$ cat src/auip_pkg.sv
// Shared types, constants and helpers of the ASCII unsigned integer parser.
package auip_pkg;

  localparam int VALUE_BITS  = 64;
  localparam int OFFSET_BITS = 16;
  localparam int BASE_BITS   = 6;
  localparam int CHAR_BITS   = 8;
  localparam int STATUS_BITS = 2;
  localparam int PROD_BITS   = VALUE_BITS + BASE_BITS;

  localparam logic [BASE_BITS-1:0] BASE_RESET = BASE_BITS'(10);
  localparam logic [BASE_BITS-1:0] BASE_DEC   = BASE_BITS'(10);
  localparam logic [BASE_BITS-1:0] BASE_OCT   = BASE_BITS'(8);
  localparam logic [BASE_BITS-1:0] BASE_HEX   = BASE_BITS'(16);
  localparam logic [BASE_BITS-1:0] BASE_MIN   = BASE_BITS'(2);
  localparam logic [BASE_BITS-1:0] BASE_MAX   = BASE_BITS'(36);
  localparam logic [BASE_BITS-1:0] BASE_AUTO  = BASE_BITS'(0);
  localparam logic [BASE_BITS-1:0] BASE_UNARY = BASE_BITS'(1);

  localparam logic [OFFSET_BITS-1:0] OFF_MAX = '1;

  localparam logic [CHAR_BITS-1:0] CH_NUL   = 8'h00;
  localparam logic [CHAR_BITS-1:0] CH_TAB   = 8'h09;
  localparam logic [CHAR_BITS-1:0] CH_CR    = 8'h0d;
  localparam logic [CHAR_BITS-1:0] CH_SPACE = 8'h20;
  localparam logic [CHAR_BITS-1:0] CH_PLUS  = 8'h2b;
  localparam logic [CHAR_BITS-1:0] CH_MINUS = 8'h2d;
  localparam logic [CHAR_BITS-1:0] CH_ZERO  = 8'h30;
  localparam logic [CHAR_BITS-1:0] CH_NINE  = 8'h39;
  localparam logic [CHAR_BITS-1:0] CH_UP_A  = 8'h41;
  localparam logic [CHAR_BITS-1:0] CH_UP_X  = 8'h58;
  localparam logic [CHAR_BITS-1:0] CH_UP_Z  = 8'h5a;
  localparam logic [CHAR_BITS-1:0] CH_LO_A  = 8'h61;
  localparam logic [CHAR_BITS-1:0] CH_LO_X  = 8'h78;
  localparam logic [CHAR_BITS-1:0] CH_LO_Z  = 8'h7a;
  localparam logic [CHAR_BITS-1:0] DIGIT_NONE = 8'hff;
  localparam logic [CHAR_BITS-1:0] LETTER_OFS = 8'd10;

  typedef enum logic [5:0] {
    PH_WS      = 6'b000001,
    PH_SIGNED  = 6'b000010,
    PH_ZERO    = 6'b000100,
    PH_DIGITS  = 6'b001000,
    PH_DONE    = 6'b010000,
    PH_BADBASE = 6'b100000
  } phase_e;

  typedef enum logic [STATUS_BITS-1:0] {
    ST_OK       = 2'd0,
    ST_NOCONV   = 2'd1,
    ST_OVERFLOW = 2'd2,
    ST_BADBASE  = 2'd3
  } status_e;

  typedef struct packed {
    logic [VALUE_BITS-1:0]  value;
    logic [OFFSET_BITS-1:0] end_offset;
    status_e                status;
  } result_t;

  // Digit value 0..35 of a character, DIGIT_NONE for anything else.
  function automatic logic [CHAR_BITS-1:0] digit_of(input logic [CHAR_BITS-1:0] c);
    logic [CHAR_BITS-1:0] d;
    if (c >= CH_ZERO && c <= CH_NINE) begin
      d = c - CH_ZERO;
    end else if (c >= CH_UP_A && c <= CH_UP_Z) begin
      d = c - CH_UP_A + LETTER_OFS;
    end else if (c >= CH_LO_A && c <= CH_LO_Z) begin
      d = c - CH_LO_A + LETTER_OFS;
    end else begin
      d = DIGIT_NONE;
    end
    return d;
  endfunction

endpackage

$ cat src/auip_step.sv
// Per-string parse state and the combinational character step.
module auip_step (
  input  logic                            clk_i,
  input  logic                            rst_ni,
  input  logic                            fire_i,
  input  logic [auip_pkg::CHAR_BITS-1:0]  char_i,
  input  logic [auip_pkg::BASE_BITS-1:0]  number_base_i,
  output logic                            emit_o,
  output auip_pkg::result_t               result_o
);
  import auip_pkg::*;

  phase_e                 phase_q, phase_d, ph_cur;
  logic                   neg_q, neg_d;
  logic                   zero_seen_q, zero_seen_d;
  logic                   have_q, have_d;
  logic                   ovf_q, ovf_d;
  logic [BASE_BITS-1:0]   base_q, base_d, base_cur, tb;
  logic [VALUE_BITS-1:0]  acc_q, acc_d;
  logic [OFFSET_BITS-1:0] pos_q, pos_d, ds_q, ds_d, stop_q, stop_d;

  logic                   at_start, is_term, is_ws, start, take, digit_ok;
  logic [CHAR_BITS-1:0]   dig;
  logic [PROD_BITS-1:0]   prod;
  logic [OFFSET_BITS-1:0] endpos;

  assign at_start = (phase_q == PH_WS) && (pos_q == '0);
  assign base_cur = at_start ? number_base_i : base_q;
  assign ph_cur   = (at_start && (number_base_i == BASE_UNARY || number_base_i > BASE_MAX))
                    ? PH_BADBASE : phase_q;
  assign is_term  = (char_i == CH_NUL);
  assign is_ws    = (char_i >= CH_TAB && char_i <= CH_CR) || (char_i == CH_SPACE);

  // Resolve an auto base: octal after a leading zero, decimal otherwise.
  assign tb       = (base_cur == BASE_AUTO) ? ((ph_cur == PH_ZERO) ? BASE_OCT : BASE_DEC)
                                            : base_cur;
  assign dig      = digit_of(char_i);
  assign digit_ok = (tb >= BASE_MIN) && (dig < {{(CHAR_BITS-BASE_BITS){1'b0}}, tb});
  assign prod     = PROD_BITS'(acc_q) * PROD_BITS'(tb)
                  + PROD_BITS'(dig[BASE_BITS-1:0]);
  assign endpos   = (ph_cur == PH_DONE) ? stop_q : pos_q;

  always_comb begin
    phase_d     = ph_cur;
    neg_d       = neg_q;
    zero_seen_d = zero_seen_q;
    have_d      = have_q;
    ovf_d       = ovf_q;
    base_d      = base_cur;
    acc_d       = acc_q;
    pos_d       = pos_q;
    ds_d        = ds_q;
    stop_d      = stop_q;
    start       = 1'b0;
    take        = 1'b0;
    emit_o      = 1'b0;
    result_o.value      = '0;
    result_o.end_offset = '0;
    result_o.status     = ST_NOCONV;

    if (fire_i && is_term) begin
      emit_o = 1'b1;
      unique case (ph_cur)
        PH_BADBASE: result_o.status = ST_BADBASE;
        PH_ZERO: begin
          result_o.end_offset = pos_q;
          result_o.status     = ST_OK;
        end
        PH_DIGITS, PH_DONE: begin
          if (have_q) begin
            result_o.end_offset = endpos;
            if (ovf_q) begin
              result_o.value  = '1;
              result_o.status = ST_OVERFLOW;
            end else begin
              result_o.value  = neg_q ? ('0 - acc_q) : acc_q;
              result_o.status = ST_OK;
            end
          end else if (zero_seen_q) begin
            result_o.end_offset = ds_q;
            result_o.status     = ST_OK;
          end
        end
        default: result_o.status = ST_NOCONV;
      endcase
      // Drop all per-string state for the next string.
      phase_d     = PH_WS;
      neg_d       = 1'b0;
      zero_seen_d = 1'b0;
      have_d      = 1'b0;
      ovf_d       = 1'b0;
      base_d      = '0;
      acc_d       = '0;
      pos_d       = '0;
      ds_d        = '0;
      stop_d      = '0;
    end else if (fire_i) begin
      unique case (ph_cur)
        PH_WS: begin
          if (is_ws) begin
            phase_d = PH_WS;
          end else if (char_i == CH_MINUS) begin
            neg_d   = 1'b1;
            phase_d = PH_SIGNED;
          end else if (char_i == CH_PLUS) begin
            phase_d = PH_SIGNED;
          end else begin
            start = 1'b1;
          end
        end
        PH_SIGNED: start = 1'b1;
        PH_ZERO: begin
          if (char_i == CH_LO_X || char_i == CH_UP_X) begin
            zero_seen_d = 1'b1;
            ds_d        = pos_q;
            base_d      = BASE_HEX;
            phase_d     = PH_DIGITS;
          end else begin
            base_d  = tb;
            have_d  = 1'b1;
            phase_d = PH_DIGITS;
            take    = 1'b1;
          end
        end
        PH_DIGITS: take = 1'b1;
        default: phase_d = ph_cur;
      endcase

      if (start) begin
        if (char_i == CH_ZERO && (base_cur == BASE_AUTO || base_cur == BASE_HEX)) begin
          phase_d = PH_ZERO;
        end else begin
          base_d  = tb;
          phase_d = PH_DIGITS;
          take    = 1'b1;
        end
      end

      if (take) begin
        if (!digit_ok) begin
          stop_d  = pos_q;
          phase_d = PH_DONE;
        end else begin
          have_d = 1'b1;
          if (|prod[PROD_BITS-1:VALUE_BITS]) begin
            ovf_d = 1'b1;
          end else begin
            acc_d = prod[VALUE_BITS-1:0];
          end
        end
      end

      if (pos_q != OFF_MAX) begin
        pos_d = pos_q + OFFSET_BITS'(1);
      end
    end else begin
      base_d = base_q;
      phase_d = phase_q;
    end
  end

  always_ff @(posedge clk_i or negedge rst_ni) begin
    if (!rst_ni) begin
      phase_q     <= PH_WS;
      neg_q       <= 1'b0;
      zero_seen_q <= 1'b0;
      have_q      <= 1'b0;
      ovf_q       <= 1'b0;
      base_q      <= '0;
      acc_q       <= '0;
      pos_q       <= '0;
      ds_q        <= '0;
      stop_q      <= '0;
    end else begin
      phase_q     <= phase_d;
      neg_q       <= neg_d;
      zero_seen_q <= zero_seen_d;
      have_q      <= have_d;
      ovf_q       <= ovf_d;
      base_q      <= base_d;
      acc_q       <= acc_d;
      pos_q       <= pos_d;
      ds_q        <= ds_d;
      stop_q      <= stop_d;
    end
  end

endmodule

$ cat src/auip_out_reg.sv
// Result register with valid/ready toward the consumer.
module auip_out_reg (
  input  logic                              clk_i,
  input  logic                              rst_ni,
  input  logic                              load_i,
  input  auip_pkg::result_t                 result_i,
  output logic                              free_o,
  output logic                              out_valid_o,
  input  logic                              out_ready_i,
  output logic [auip_pkg::VALUE_BITS-1:0]   value_o,
  output logic [auip_pkg::OFFSET_BITS-1:0]  end_offset_o,
  output logic [auip_pkg::STATUS_BITS-1:0]  status_o
);
  import auip_pkg::*;

  logic    valid_q;
  result_t res_q;

  assign free_o = !valid_q || out_ready_i;

  always_ff @(posedge clk_i or negedge rst_ni) begin
    if (!rst_ni) begin
      valid_q <= 1'b0;
    end else if (free_o) begin
      valid_q <= load_i;
    end
  end

  always_ff @(posedge clk_i) begin
    if (free_o && load_i) begin
      res_q <= result_i;
    end
  end

  assign out_valid_o  = valid_q;
  assign value_o      = res_q.value;
  assign end_offset_o = res_q.end_offset;
  assign status_o     = STATUS_BITS'(res_q.status);

endmodule

$ cat src/ascii_unsigned_integer_parser.sv
// Top level of the streaming ASCII to unsigned integer parser.
//
//   channel   signals                                   direction
//   -------   ---------------------------------------   ---------
//   config    cfg_valid_i, cfg_ready_o, cfg_number_base_i   in
//   input     in_valid_i, in_ready_o, char_in_i              in
//   result    out_valid_o, out_ready_i, value_o,             out
//             end_offset_o, status_o
//
// One character is taken per cycle unless a terminator waits on a full result
// register. A character is held in the input register, then one short step (a
// 64x6 multiply-add with overflow check) updates the parse state; a zero byte
// loads the result register, which then shows the result. Reset (rst_ni low, async)
// returns the parse state to the start of a string and the base to 10.
// Only a terminator waits on a full result register; other characters keep
// flowing while a result is held.
module ascii_unsigned_integer_parser (
  input  logic                              clk_i,
  input  logic                              rst_ni,
  input  logic                              cfg_valid_i,
  output logic                              cfg_ready_o,
  input  logic [auip_pkg::BASE_BITS-1:0]    cfg_number_base_i,
  input  logic                              in_valid_i,
  output logic                              in_ready_o,
  input  logic [auip_pkg::CHAR_BITS-1:0]    char_in_i,
  output logic                              out_valid_o,
  input  logic                              out_ready_i,
  output logic [auip_pkg::VALUE_BITS-1:0]   value_o,
  output logic [auip_pkg::OFFSET_BITS-1:0]  end_offset_o,
  output logic [auip_pkg::STATUS_BITS-1:0]  status_o
);
  import auip_pkg::*;

  logic [BASE_BITS-1:0] number_base_q;
  logic                 s1_valid_q;
  logic [CHAR_BITS-1:0] s1_char_q;
  logic                 s1_fire, out_free, emit;
  result_t              step_res;

  // Base register: always writable; the parser samples it at a string's first byte.
  assign cfg_ready_o = 1'b1;

  always_ff @(posedge clk_i or negedge rst_ni) begin
    if (!rst_ni) begin
      number_base_q <= BASE_RESET;
    end else if (cfg_valid_i) begin
      number_base_q <= cfg_number_base_i;
    end
  end

  // Advance the held character unless it is a terminator and the result slot is busy.
  assign s1_fire    = s1_valid_q && ((s1_char_q != CH_NUL) || out_free);
  assign in_ready_o = !s1_valid_q || s1_fire;

  always_ff @(posedge clk_i or negedge rst_ni) begin
    if (!rst_ni) begin
      s1_valid_q <= 1'b0;
    end else if (in_ready_o) begin
      s1_valid_q <= in_valid_i;
    end
  end

  // Hold the character payload; no reset needed.
  always_ff @(posedge clk_i) begin
    if (in_ready_o && in_valid_i) begin
      s1_char_q <= char_in_i;
    end
  end

  auip_step u_step (
    .clk_i         (clk_i),
    .rst_ni        (rst_ni),
    .fire_i        (s1_fire),
    .char_i        (s1_char_q),
    .number_base_i (number_base_q),
    .emit_o        (emit),
    .result_o      (step_res)
  );

  auip_out_reg u_out (
    .clk_i        (clk_i),
    .rst_ni       (rst_ni),
    .load_i       (emit),
    .result_i     (step_res),
    .free_o       (out_free),
    .out_valid_o  (out_valid_o),
    .out_ready_i  (out_ready_i),
    .value_o      (value_o),
    .end_offset_o (end_offset_o),
    .status_o     (status_o)
  );

endmodule

$ cat config.mk
export PLATFORM = sky130hd
export DESIGN_NAME = ascii_unsigned_integer_parser
export DESIGN_NICKNAME = d
export VERILOG_FILES = /design/src/auip_pkg.sv /design/src/auip_step.sv /design/src/auip_out_reg.sv /design/src/ascii_unsigned_integer_parser.sv
export SDC_FILE = /design/constraint.sdc
export NUM_CORES = 1
export LEC_CHECK = 0
export ABC_AREA = 1
export BUFFER_PORTS_ARGS = -buffer_cell sky130_fd_sc_hd__buf_2
export CORE_MARGIN = 4
export CORE_UTILIZATION = 42
export DETAILED_ROUTE_END_ITERATION = 16
export GPL_TIMING_DRIVEN = 0
export PLACE_DENSITY = 0.57
export SLEW_MARGIN = 20
export SYNTH_ARGS = -nofsm -noshare
export SYNTH_HDL_FRONTEND = slang
export SYNTH_SLANG_ARGS = --single-unit
$ cat constraint.sdc
create_clock -name clk_i -period 19.5 [get_ports clk_i]
set_input_delay 0 -clock clk_i [delete_from_list [all_inputs] [get_ports clk_i]]
set_output_delay 0 -clock clk_i [all_outputs]
set_load 0.01 [all_outputs]
==> results of run 1 <==
-- logic make-up (layout without fill, tap and decap cells) --
logic type | after synthesis | after routing
adder cells (fa/ha/maj) | 414 | 414
AND/OR/NAND/NOR | 1918 | 1918
buffers and inverters | 613 | 785
flip-flops | 226 | 226
AO/OA/AOI/OAI | 456 | 456
XOR/XNOR | 30 | 30
other | 1 | 1
-- power breakdown --
part           internal, W  leakage, nW  switching [W]
logic             0.000948         11.7        0.00201
clock network     0.000343        0.469       0.000212
registers         0.000550         2.51      0.0000727
-- timing repair --
| action | 4_1_cts | 5_1_grt |
|---|---|---|
| setup endpoints to repair | 0 | 0 |
| hold buffers | 22 | 0 |
| setup buffers | 0 | 0 |
| endpoints found under the hold margin | 160 | 0 |
-- worst max-delay path by stage --
stage                                              to  cells after the start                    startpoint  slack [ns]
after floorplan           u_step.acc_q[0]$_DFFE_PN0P_                     40   u_step.pos_q[0]$_DFFE_PN0P_       13.27
after global placement    u_step.acc_q[3]$_DFFE_PN0P_                     36  u_step.pos_q[11]$_DFFE_PN0P_       10.27
after detailed placement  u_step.acc_q[3]$_DFFE_PN0P_                     36  u_step.pos_q[11]$_DFFE_PN0P_       10.24
after CTS                 u_step.acc_q[3]$_DFFE_PN0P_                     36  u_step.pos_q[11]$_DFFE_PN0P_       10.16
after global routing      u_step.acc_q[3]$_DFFE_PN0P_                     37   u_step.pos_q[0]$_DFFE_PN0P_        9.64
final                     u_step.acc_q[3]$_DFFE_PN0P_                     36  u_step.pos_q[11]$_DFFE_PN0P_        10.0
-- cells in the final DEF, fill, tap and decap left out, drive strengths merged, types with 5 or more instances in the layout --
cell type / Yosys / layout
clkinv: 13 / 16
or2: 12 / 12
xor2: 15 / 15
bufinv: 0 / 6
dlygate4sd3: 0 / 22
o211ai: 6 / 6
buf: 64 / 168
nor3: 53 / 53
nand2: 931 / 931
nor4: 18 / 18
inv: 471 / 474
nand3b: 5 / 5
o21bai: 23 / 23
a21boi: 5 / 5
ha: 162 / 162
xnor2: 15 / 15
o21ai: 153 / 153
nor2: 637 / 637
a21oi: 188 / 188
nand4: 94 / 94
nand3: 160 / 160
a31oi: 54 / 54
dfrtp: 133 / 133
fa: 252 / 252
a21o: 7 / 7
edfxtp: 90 / 90
and2: 5 / 5
clkbuf: 65 / 98
-- worst register-to-register path: cells and delay by family (launching register included) --
family | cells | cell delay (ns)
AO/OA/AOI/OAI | 1 | 0.72
adder cells (fa/ha/maj) | 5 | 2.12
buffers and inverters | 6 | 1.76
flip-flops | 1 | 0.46
AND/OR/NAND/NOR | 24 | 4.40
-- registers in the layout (all words and copies together), names as in the netlist --
signal and flops:
s1_valid_q 1, u_step.neg_q 1, u_step.have_q 1, u_step.pos_q 16, s1_char_q 8, number_base_q 6, u_out.end_offset_o 16, u_out.status_o 2
u_step.stop_q 16, u_step.zero_seen_q 1, u_step.ovf_q 1, u_out.value_o 64, u_out.out_valid_o 1, u_step.base_q 6, u_step.acc_q 64, u_step.ds_q 16
u_step.phase_q 6
-- per-stage QoR --
stage                     setup WS (ns)  power, W
final                              10.0   0.00413
after global routing               9.64   0.00454
after CTS                         10.16   0.00410
after detailed placement          10.24   0.00351
after global placement            10.27   0.00351
after floorplan                   13.27   0.00261
-- area by class of cell --
class	count	area (µm²)	area share, %
well taps	837	1050	3.59
inverters	484	1820	6.23
clock inverters	13	233	0.799
multi-input cells	2819	17800	61.1
repair buffers	126	796	2.73
clock buffers	33	727	2.49
flip-flops and latches	226	6110	21.0
plain buffers	129	602	2.07
-- routing by layer --
layer  vias to the layer above  share of wire [%]
met5                         -                  0
met4                         0                3.9
met3                       170                8.5
met2                      1072                 45
met1                     12100                 43
li1                      12000                  -
==> results by group, run 1 <==
Status
  • Run status: complete, no violations

Yosys
  • Post-synth top cells: nand2_1, nor2_1, inv_1, fa_1, a21oi_1
  • Area leader, netlist: fa_1
  • Mapped Cells: 3658
  • Post-synth EDFFs: 90
  • Largest cells by area after synthesis: fa_1, nand2_1, dfrtp_1
  • Synth Area in Adders: 26.9%
  • Post-synthesis mux area share: 0%
  • Syn nets: 4091
  • Distinct cell type count after synthesis: 53
  • Synth Cell Area: 0.0263 mm²
  • Synth top area share: 19.2%
  • Synth Area in Compound Gates: 9.66%
  • Count of warnings emitted by yosys: 0
  • Commonest register cell after synthesis: dfrtp_1
  • Most common cell in the synthesized netlist: nand2_1
  • Async S/R FF share, synth: 60.2%
  • Synthesized area per cell: 7.20 µm²
  • Synth Register Bits: 226
  • Post-Synth XOR/XNOR Area: 0.998%
  • Largest family of logic cells by synthesized area: simple AND/OR/NAND/NOR gates
  • Simple-Gate Fraction of Synth Area: 30.1%
  • Sequential fraction of the synthesis area: 23.2%

Global route
  • Met2 GRT Util: 46.0%
  • M3 GR Usage: 4.70%
  • Met1 usage: 40.0%
  • Congestion Overflow GR: 0
  • Largest net degree at the start of global routing: 77
  • First-pass GRT wire length: 149000 µm
  • Initial antenna violation count: 0
  • Vias in the first global route: 24900
  • GR peak layer: met2
  • GRT Util Overall: 28.7%

Route
  • Initial DRC Count: 1985
  • Routed WL: 96700 µm
  • Detailed Routing Iterations Pass 1: 8
  • DRC violations left: 0
  • Final ANT Viol Nets: 0
  • Via density: 5.43
  • Drt wl/cell: 20.7 µm
  • Vias: 25400

Placement
  • DP HPWL: 79900 µm
  • Placed Instances: 4599
  • RePlAce Congestion: 0.938
  • Placed cell area: 0.0280 mm²
  • Port Buffers: 102

Worst hold path
  • Hold Path End: s1_char_q[5]$_DFFE_PP_
  • Hold Path Class: input pin to flip-flop
  • Hold Crit Start: char_in_i[5]
  • Hold Path Cell Cnt: 2

Timing
  • Period utilization: 48.7%
  • Actual slew at the worst max-slew pin: 1.06 ns
  • Final Max Slew Viols: 0
  • Setup violators final: 0
  • Slew margin rel.: 29.2%
  • Unrepaired setup endpoints after global routing: false
  • Fin Setup TNS: 0 ns
  • Hold Slack: 0.151 ns
  • Final Hold Fails: 0
  • Fmax achieved: 105 MHz
  • Fin crit period: 9.50 ns
  • Clk_skew: 0.0191 ns

Flow run
  • Max-Cap Viols: 0

Clock tree
  • Clock transition at path regs: 0.07 ns
  • Root buffer cell: clkbuf_16
  • # clock sinks: 226
  • CTS tree: built
  • PostCTS Resize Cnt: 0
  • CTS Buffer Depth: 3
  • Insertion delay to the later sink of the worst-skew pair: 0.56 ns
  • CTS buffer count: 25
  • H-tree lvl count: 1

Layout
  • Final Util: 47.0%
  • Final std cell area, no fill: 0.0291 mm²
  • Post-route insts no fill: 4667
  • Fraction of layout cells with a size suffix above 1: 6.53%
  • Fillers: 6486
  • Fin nets: 4244
  • Diode count: 0
  • Area grow syn2layout: 10.7%

Worst setup path
  • FF-to-FF Start: u_step.pos_q[11]$_DFFE_PN0P_
  • Crit-path max cell delay: 0.72 ns
  • Startpoint types: flip-flop
  • FF-to-FF setup slack: 10.0 ns
  • Crit path max-delay family: simple AND/OR/NAND/NOR gates
  • Max FO, Critical Path: 10
  • Reg2reg end: u_step.acc_q[3]$_DFFE_PN0P_
  • Most used cell, CP: nand2_1
  • Crit path required time: 19.99 ns
  • Worst Setup End Kind: flip-flop
  • Type of the worst setup path: flip-flop to flip-flop
  • Slowest-stage cell, CP: o21ai_2
  • CP Buf/Inv Count: 6
  • Worst Reg-to-Reg Cells: 36
  • Crit path DAT: 9.99 ns

Pwr
  • Worst vdd ir: 0.0000816 V
  • Static leakage: 14.7 nW
  • PwrDens: 142 mW/mm²

Floorplanning
  • Initial Utilization: 42.5%
  • IO Count: 104
  • Die Ht: 258 µm
  • Die X: 258 µm
  • Core area: 0.0619 mm²
  • Die area: 0.0668 mm²
  • Rows: 91
Power figures use the tool's default switching activity.
==> run 2: changes to the inputs <==
==> constraint.sdc (replaced) <==
create_clock -name clk_i -period 9.8 [get_ports clk_i]
set_input_delay 0 -clock clk_i [delete_from_list [all_inputs] [get_ports clk_i]]
set_output_delay 0 -clock clk_i [all_outputs]
set_load 0.01 [all_outputs]
==> results by group, run 2 (synthesis gave the netlist of run 1 again) <==
Status
  • Run status: complete, no violations

Placement
  • Placed cell area: 0.0280 mm² (unchanged)
  • Placed Instances: 4599 (unchanged)
  • RePlAce Congestion: 0.938 (unchanged)
  • Port Buffers: 102 (unchanged)
  • DP HPWL: 79900 µm (unchanged)

Worst setup path
  • Crit path required time: 10.28 ns (-9.71 ns)
  • Type of the worst setup path: flip-flop to flip-flop
  • Max FO, Critical Path: 10 (unchanged)
  • Most used cell, CP: nand2_1
  • Critical Path Stages: 36 (unchanged)
  • Worst Setup SP: u_step.pos_q[11]$_DFFE_PN0P_
  • Crit-path max cell delay: 0.64 ns (-0.08 ns)
  • FF-to-FF setup slack: 0.49 ns (-9.51 ns)
  • Slowest-stage cell, CP: fa_1
  • Worst Setup End Kind: flip-flop
  • Crit path max-delay family: simple AND/OR/NAND/NOR gates
  • Reg2reg end: u_step.acc_q[3]$_DFFE_PN0P_
  • Worst Reg-to-Reg Cells: 36 (unchanged)
  • CP Buf/Inv Count: 6 (unchanged)
  • CP Capture Point: u_step.acc_q[3]$_DFFE_PN0P_
  • FF-to-FF Start: u_step.pos_q[11]$_DFFE_PN0P_
  • Crit path DAT: 9.80 ns (-0.19 ns)
  • Startpoint types: flip-flop

Timing
  • Unrepaired setup endpoints after global routing: false
  • Final Hold Fails: 0 (unchanged)
  • Actual slew at the worst max-slew pin: 1.09 ns (+0.0317 ns)
  • Fmax achieved: 107 MHz (+2.1%)
  • Clk_skew: 0.0159 ns (-0.00314 ns)
  • Final Max Slew Viols: 0 (unchanged)
  • Slew margin rel.: 27.1% (-2.1 points)
  • Period utilization: 95.0% (+46 points)
  • Fin Setup TNS: 0 ns (unchanged)
  • Setup violators final: 0 (unchanged)
  • Hold Slack: 0.156 ns (+0.00483 ns)
  • Fin crit period: 9.31 ns (-0.193 ns)

Layout
  • Diode count: 0 (unchanged)
  • Post-route insts no fill: 4667 (unchanged)
  • Most frequent cells in the layout: nand2_1, nor2_1, inv_1
  • Fillers: 6482 (-0.062%)
  • Area grow syn2layout: 10.7% (about the same)
  • Fraction of layout cells with a size suffix above 1: 6.53% (unchanged)
  • Final Util: 47.1% (about the same)
  • Final std cell area, no fill: 0.0292 mm² (about the same)
  • Multi-input gate area in the final layout: 0.0178 mm² (about the same)
  • Fin nets: 4244 (unchanged)
  • Register area: 0.00611 mm² (unchanged)
  • Commonest non-fill, non-tap cell in the layout: nand2_1

Route
  • Routed WL: 96800 µm (+0.14%)
  • Via density: 5.42 (-0.13%)
  • DRT met1 WL: 42000 µm (+1.2%)
  • DRC violations left: 0 (unchanged)
  • Top sig layer: met4
  • Vias: 25300 (-0.13%)
  • Initial DRC Count: 1993 (+0.40%)
  • Met3 WL post-DR: 7950 µm (-3.7%)
  • Detailed Routing Iterations Pass 1: 6 (-2)
  • WL met2: 43200 µm (about the same)
  • Final ANT Viol Nets: 0 (unchanged)
  • Drt wl/cell: 20.7 µm (+0.14%)

Flow run
  • Max-Cap Viols: 0 (unchanged)

Global route
  • Initial antenna violation count: 0 (unchanged)
  • Largest net degree at the start of global routing: 77 (unchanged)
  • GRT Util Overall: 28.7% (unchanged)
  • Vias in the first global route: 24900 (unchanged)
  • First-pass GRT wire length: 149000 µm (unchanged)
  • Congestion Overflow GR: 0 (unchanged)

Clock tree
  • CTS Buffer Depth: 3 (unchanged)
  • Insertion delay to the later sink of the worst-skew pair: 0.55 ns (about the same)
  • # clock sinks: 226 (unchanged)
  • CTS buffer count: 25 (unchanged)
  • Clock transition at path regs: 0.07 ns (about the same)
  • H-tree lvl count: 1 (unchanged)
  • Root buffer cell: clkbuf_16
  • CTS tree: built

Floorplanning
  • Rows: 91 (unchanged)
  • Die X: 258 µm (unchanged)
  • Die Ht: 258 µm (unchanged)
  • Die area: 0.0668 mm² (unchanged)
  • IO Count: 104 (unchanged)
  • Core area: 0.0619 mm² (unchanged)
  • Initial Utilization: 42.5% (unchanged)

Pwr
  • Worst vdd ir: 0.000162 V (+99%)
  • PwrDens: 282 mW/mm² (+99%)
  • Static leakage: 14.7 nW (about the same)

Worst hold path
  • Hold Crit Start: char_in_i[5]
  • Hold Path Class: input pin to flip-flop
## run 2: metal layers
layer,vias up,GRT usage [%]
met2,1030,46.0
li1,12000,-
met5,-,0
met3,164,4.70
met1,12100,40.0
met4,0,9.33
## run 2: worst min-delay path by stage
stage                                   end  depth (start not counted)
2_1_floorplan  number_base_q[0]$_DFFE_PN0P_                          0
3_3_place_gp         s1_char_q[6]$_DFFE_PP_                          1
3_5_place_dp         s1_valid_q$_DFFE_PN0N_                          1
4_1_cts              s1_char_q[5]$_DFFE_PP_                          2
5_1_grt              s1_char_q[5]$_DFFE_PP_                          2
6_report             s1_char_q[5]$_DFFE_PP_                          2
## run 2: worst reg2reg max path, delay by kind of cell, from the launching register on
kind,cells,cell delay (ns)
adders and majority gates,5,2.11
DFF,1,0.47
AOI/OAI and AO/OA,1,0.51
and+or+nand+nor,24,4.42
buffers and inverters,6,1.75
## run 2: final cells by class
class                      instances  area share, %
inverter                         484           6.23
buffer                           129           2.06
tap                              837           3.59
timing repair buffer             126           2.73
multi-input combinational       2819           61.1
clock inverter                    13          0.798
sequential                       226           21.0
clock buffer                      33           2.49
## run 2: through the flow
step	total power, W	setup WS, ns
3_5_place_dp	0.00699	0.541
2_1_floorplan	0.00519	3.57
5_1_grt	0.00903	0.145
6_report	0.00823	0.488
3_3_place_gp	0.00698	0.569
4_1_cts	0.00815	0.462
## run 2: timing repair
action | 4_1_cts | 5_1_grt
hold buffers | 22 | 0
setup endpoints to repair | 0 | 6
hold endpoints to repair | 160 | 0
buffers inserted | 0 | 0
gates resized for setup | 0 | 2
## run 2: report_power, final
group / internal (W) / total (W) / leakage (nW) / switching [W]
Clock: 0.000683 / 0.00110 / 0.469 / 0.000420
Sequential: 0.00109 / 0.00124 / 2.52 / 0.000146
Combinational: 0.00189 / 0.00588 / 11.7 / 0.00399
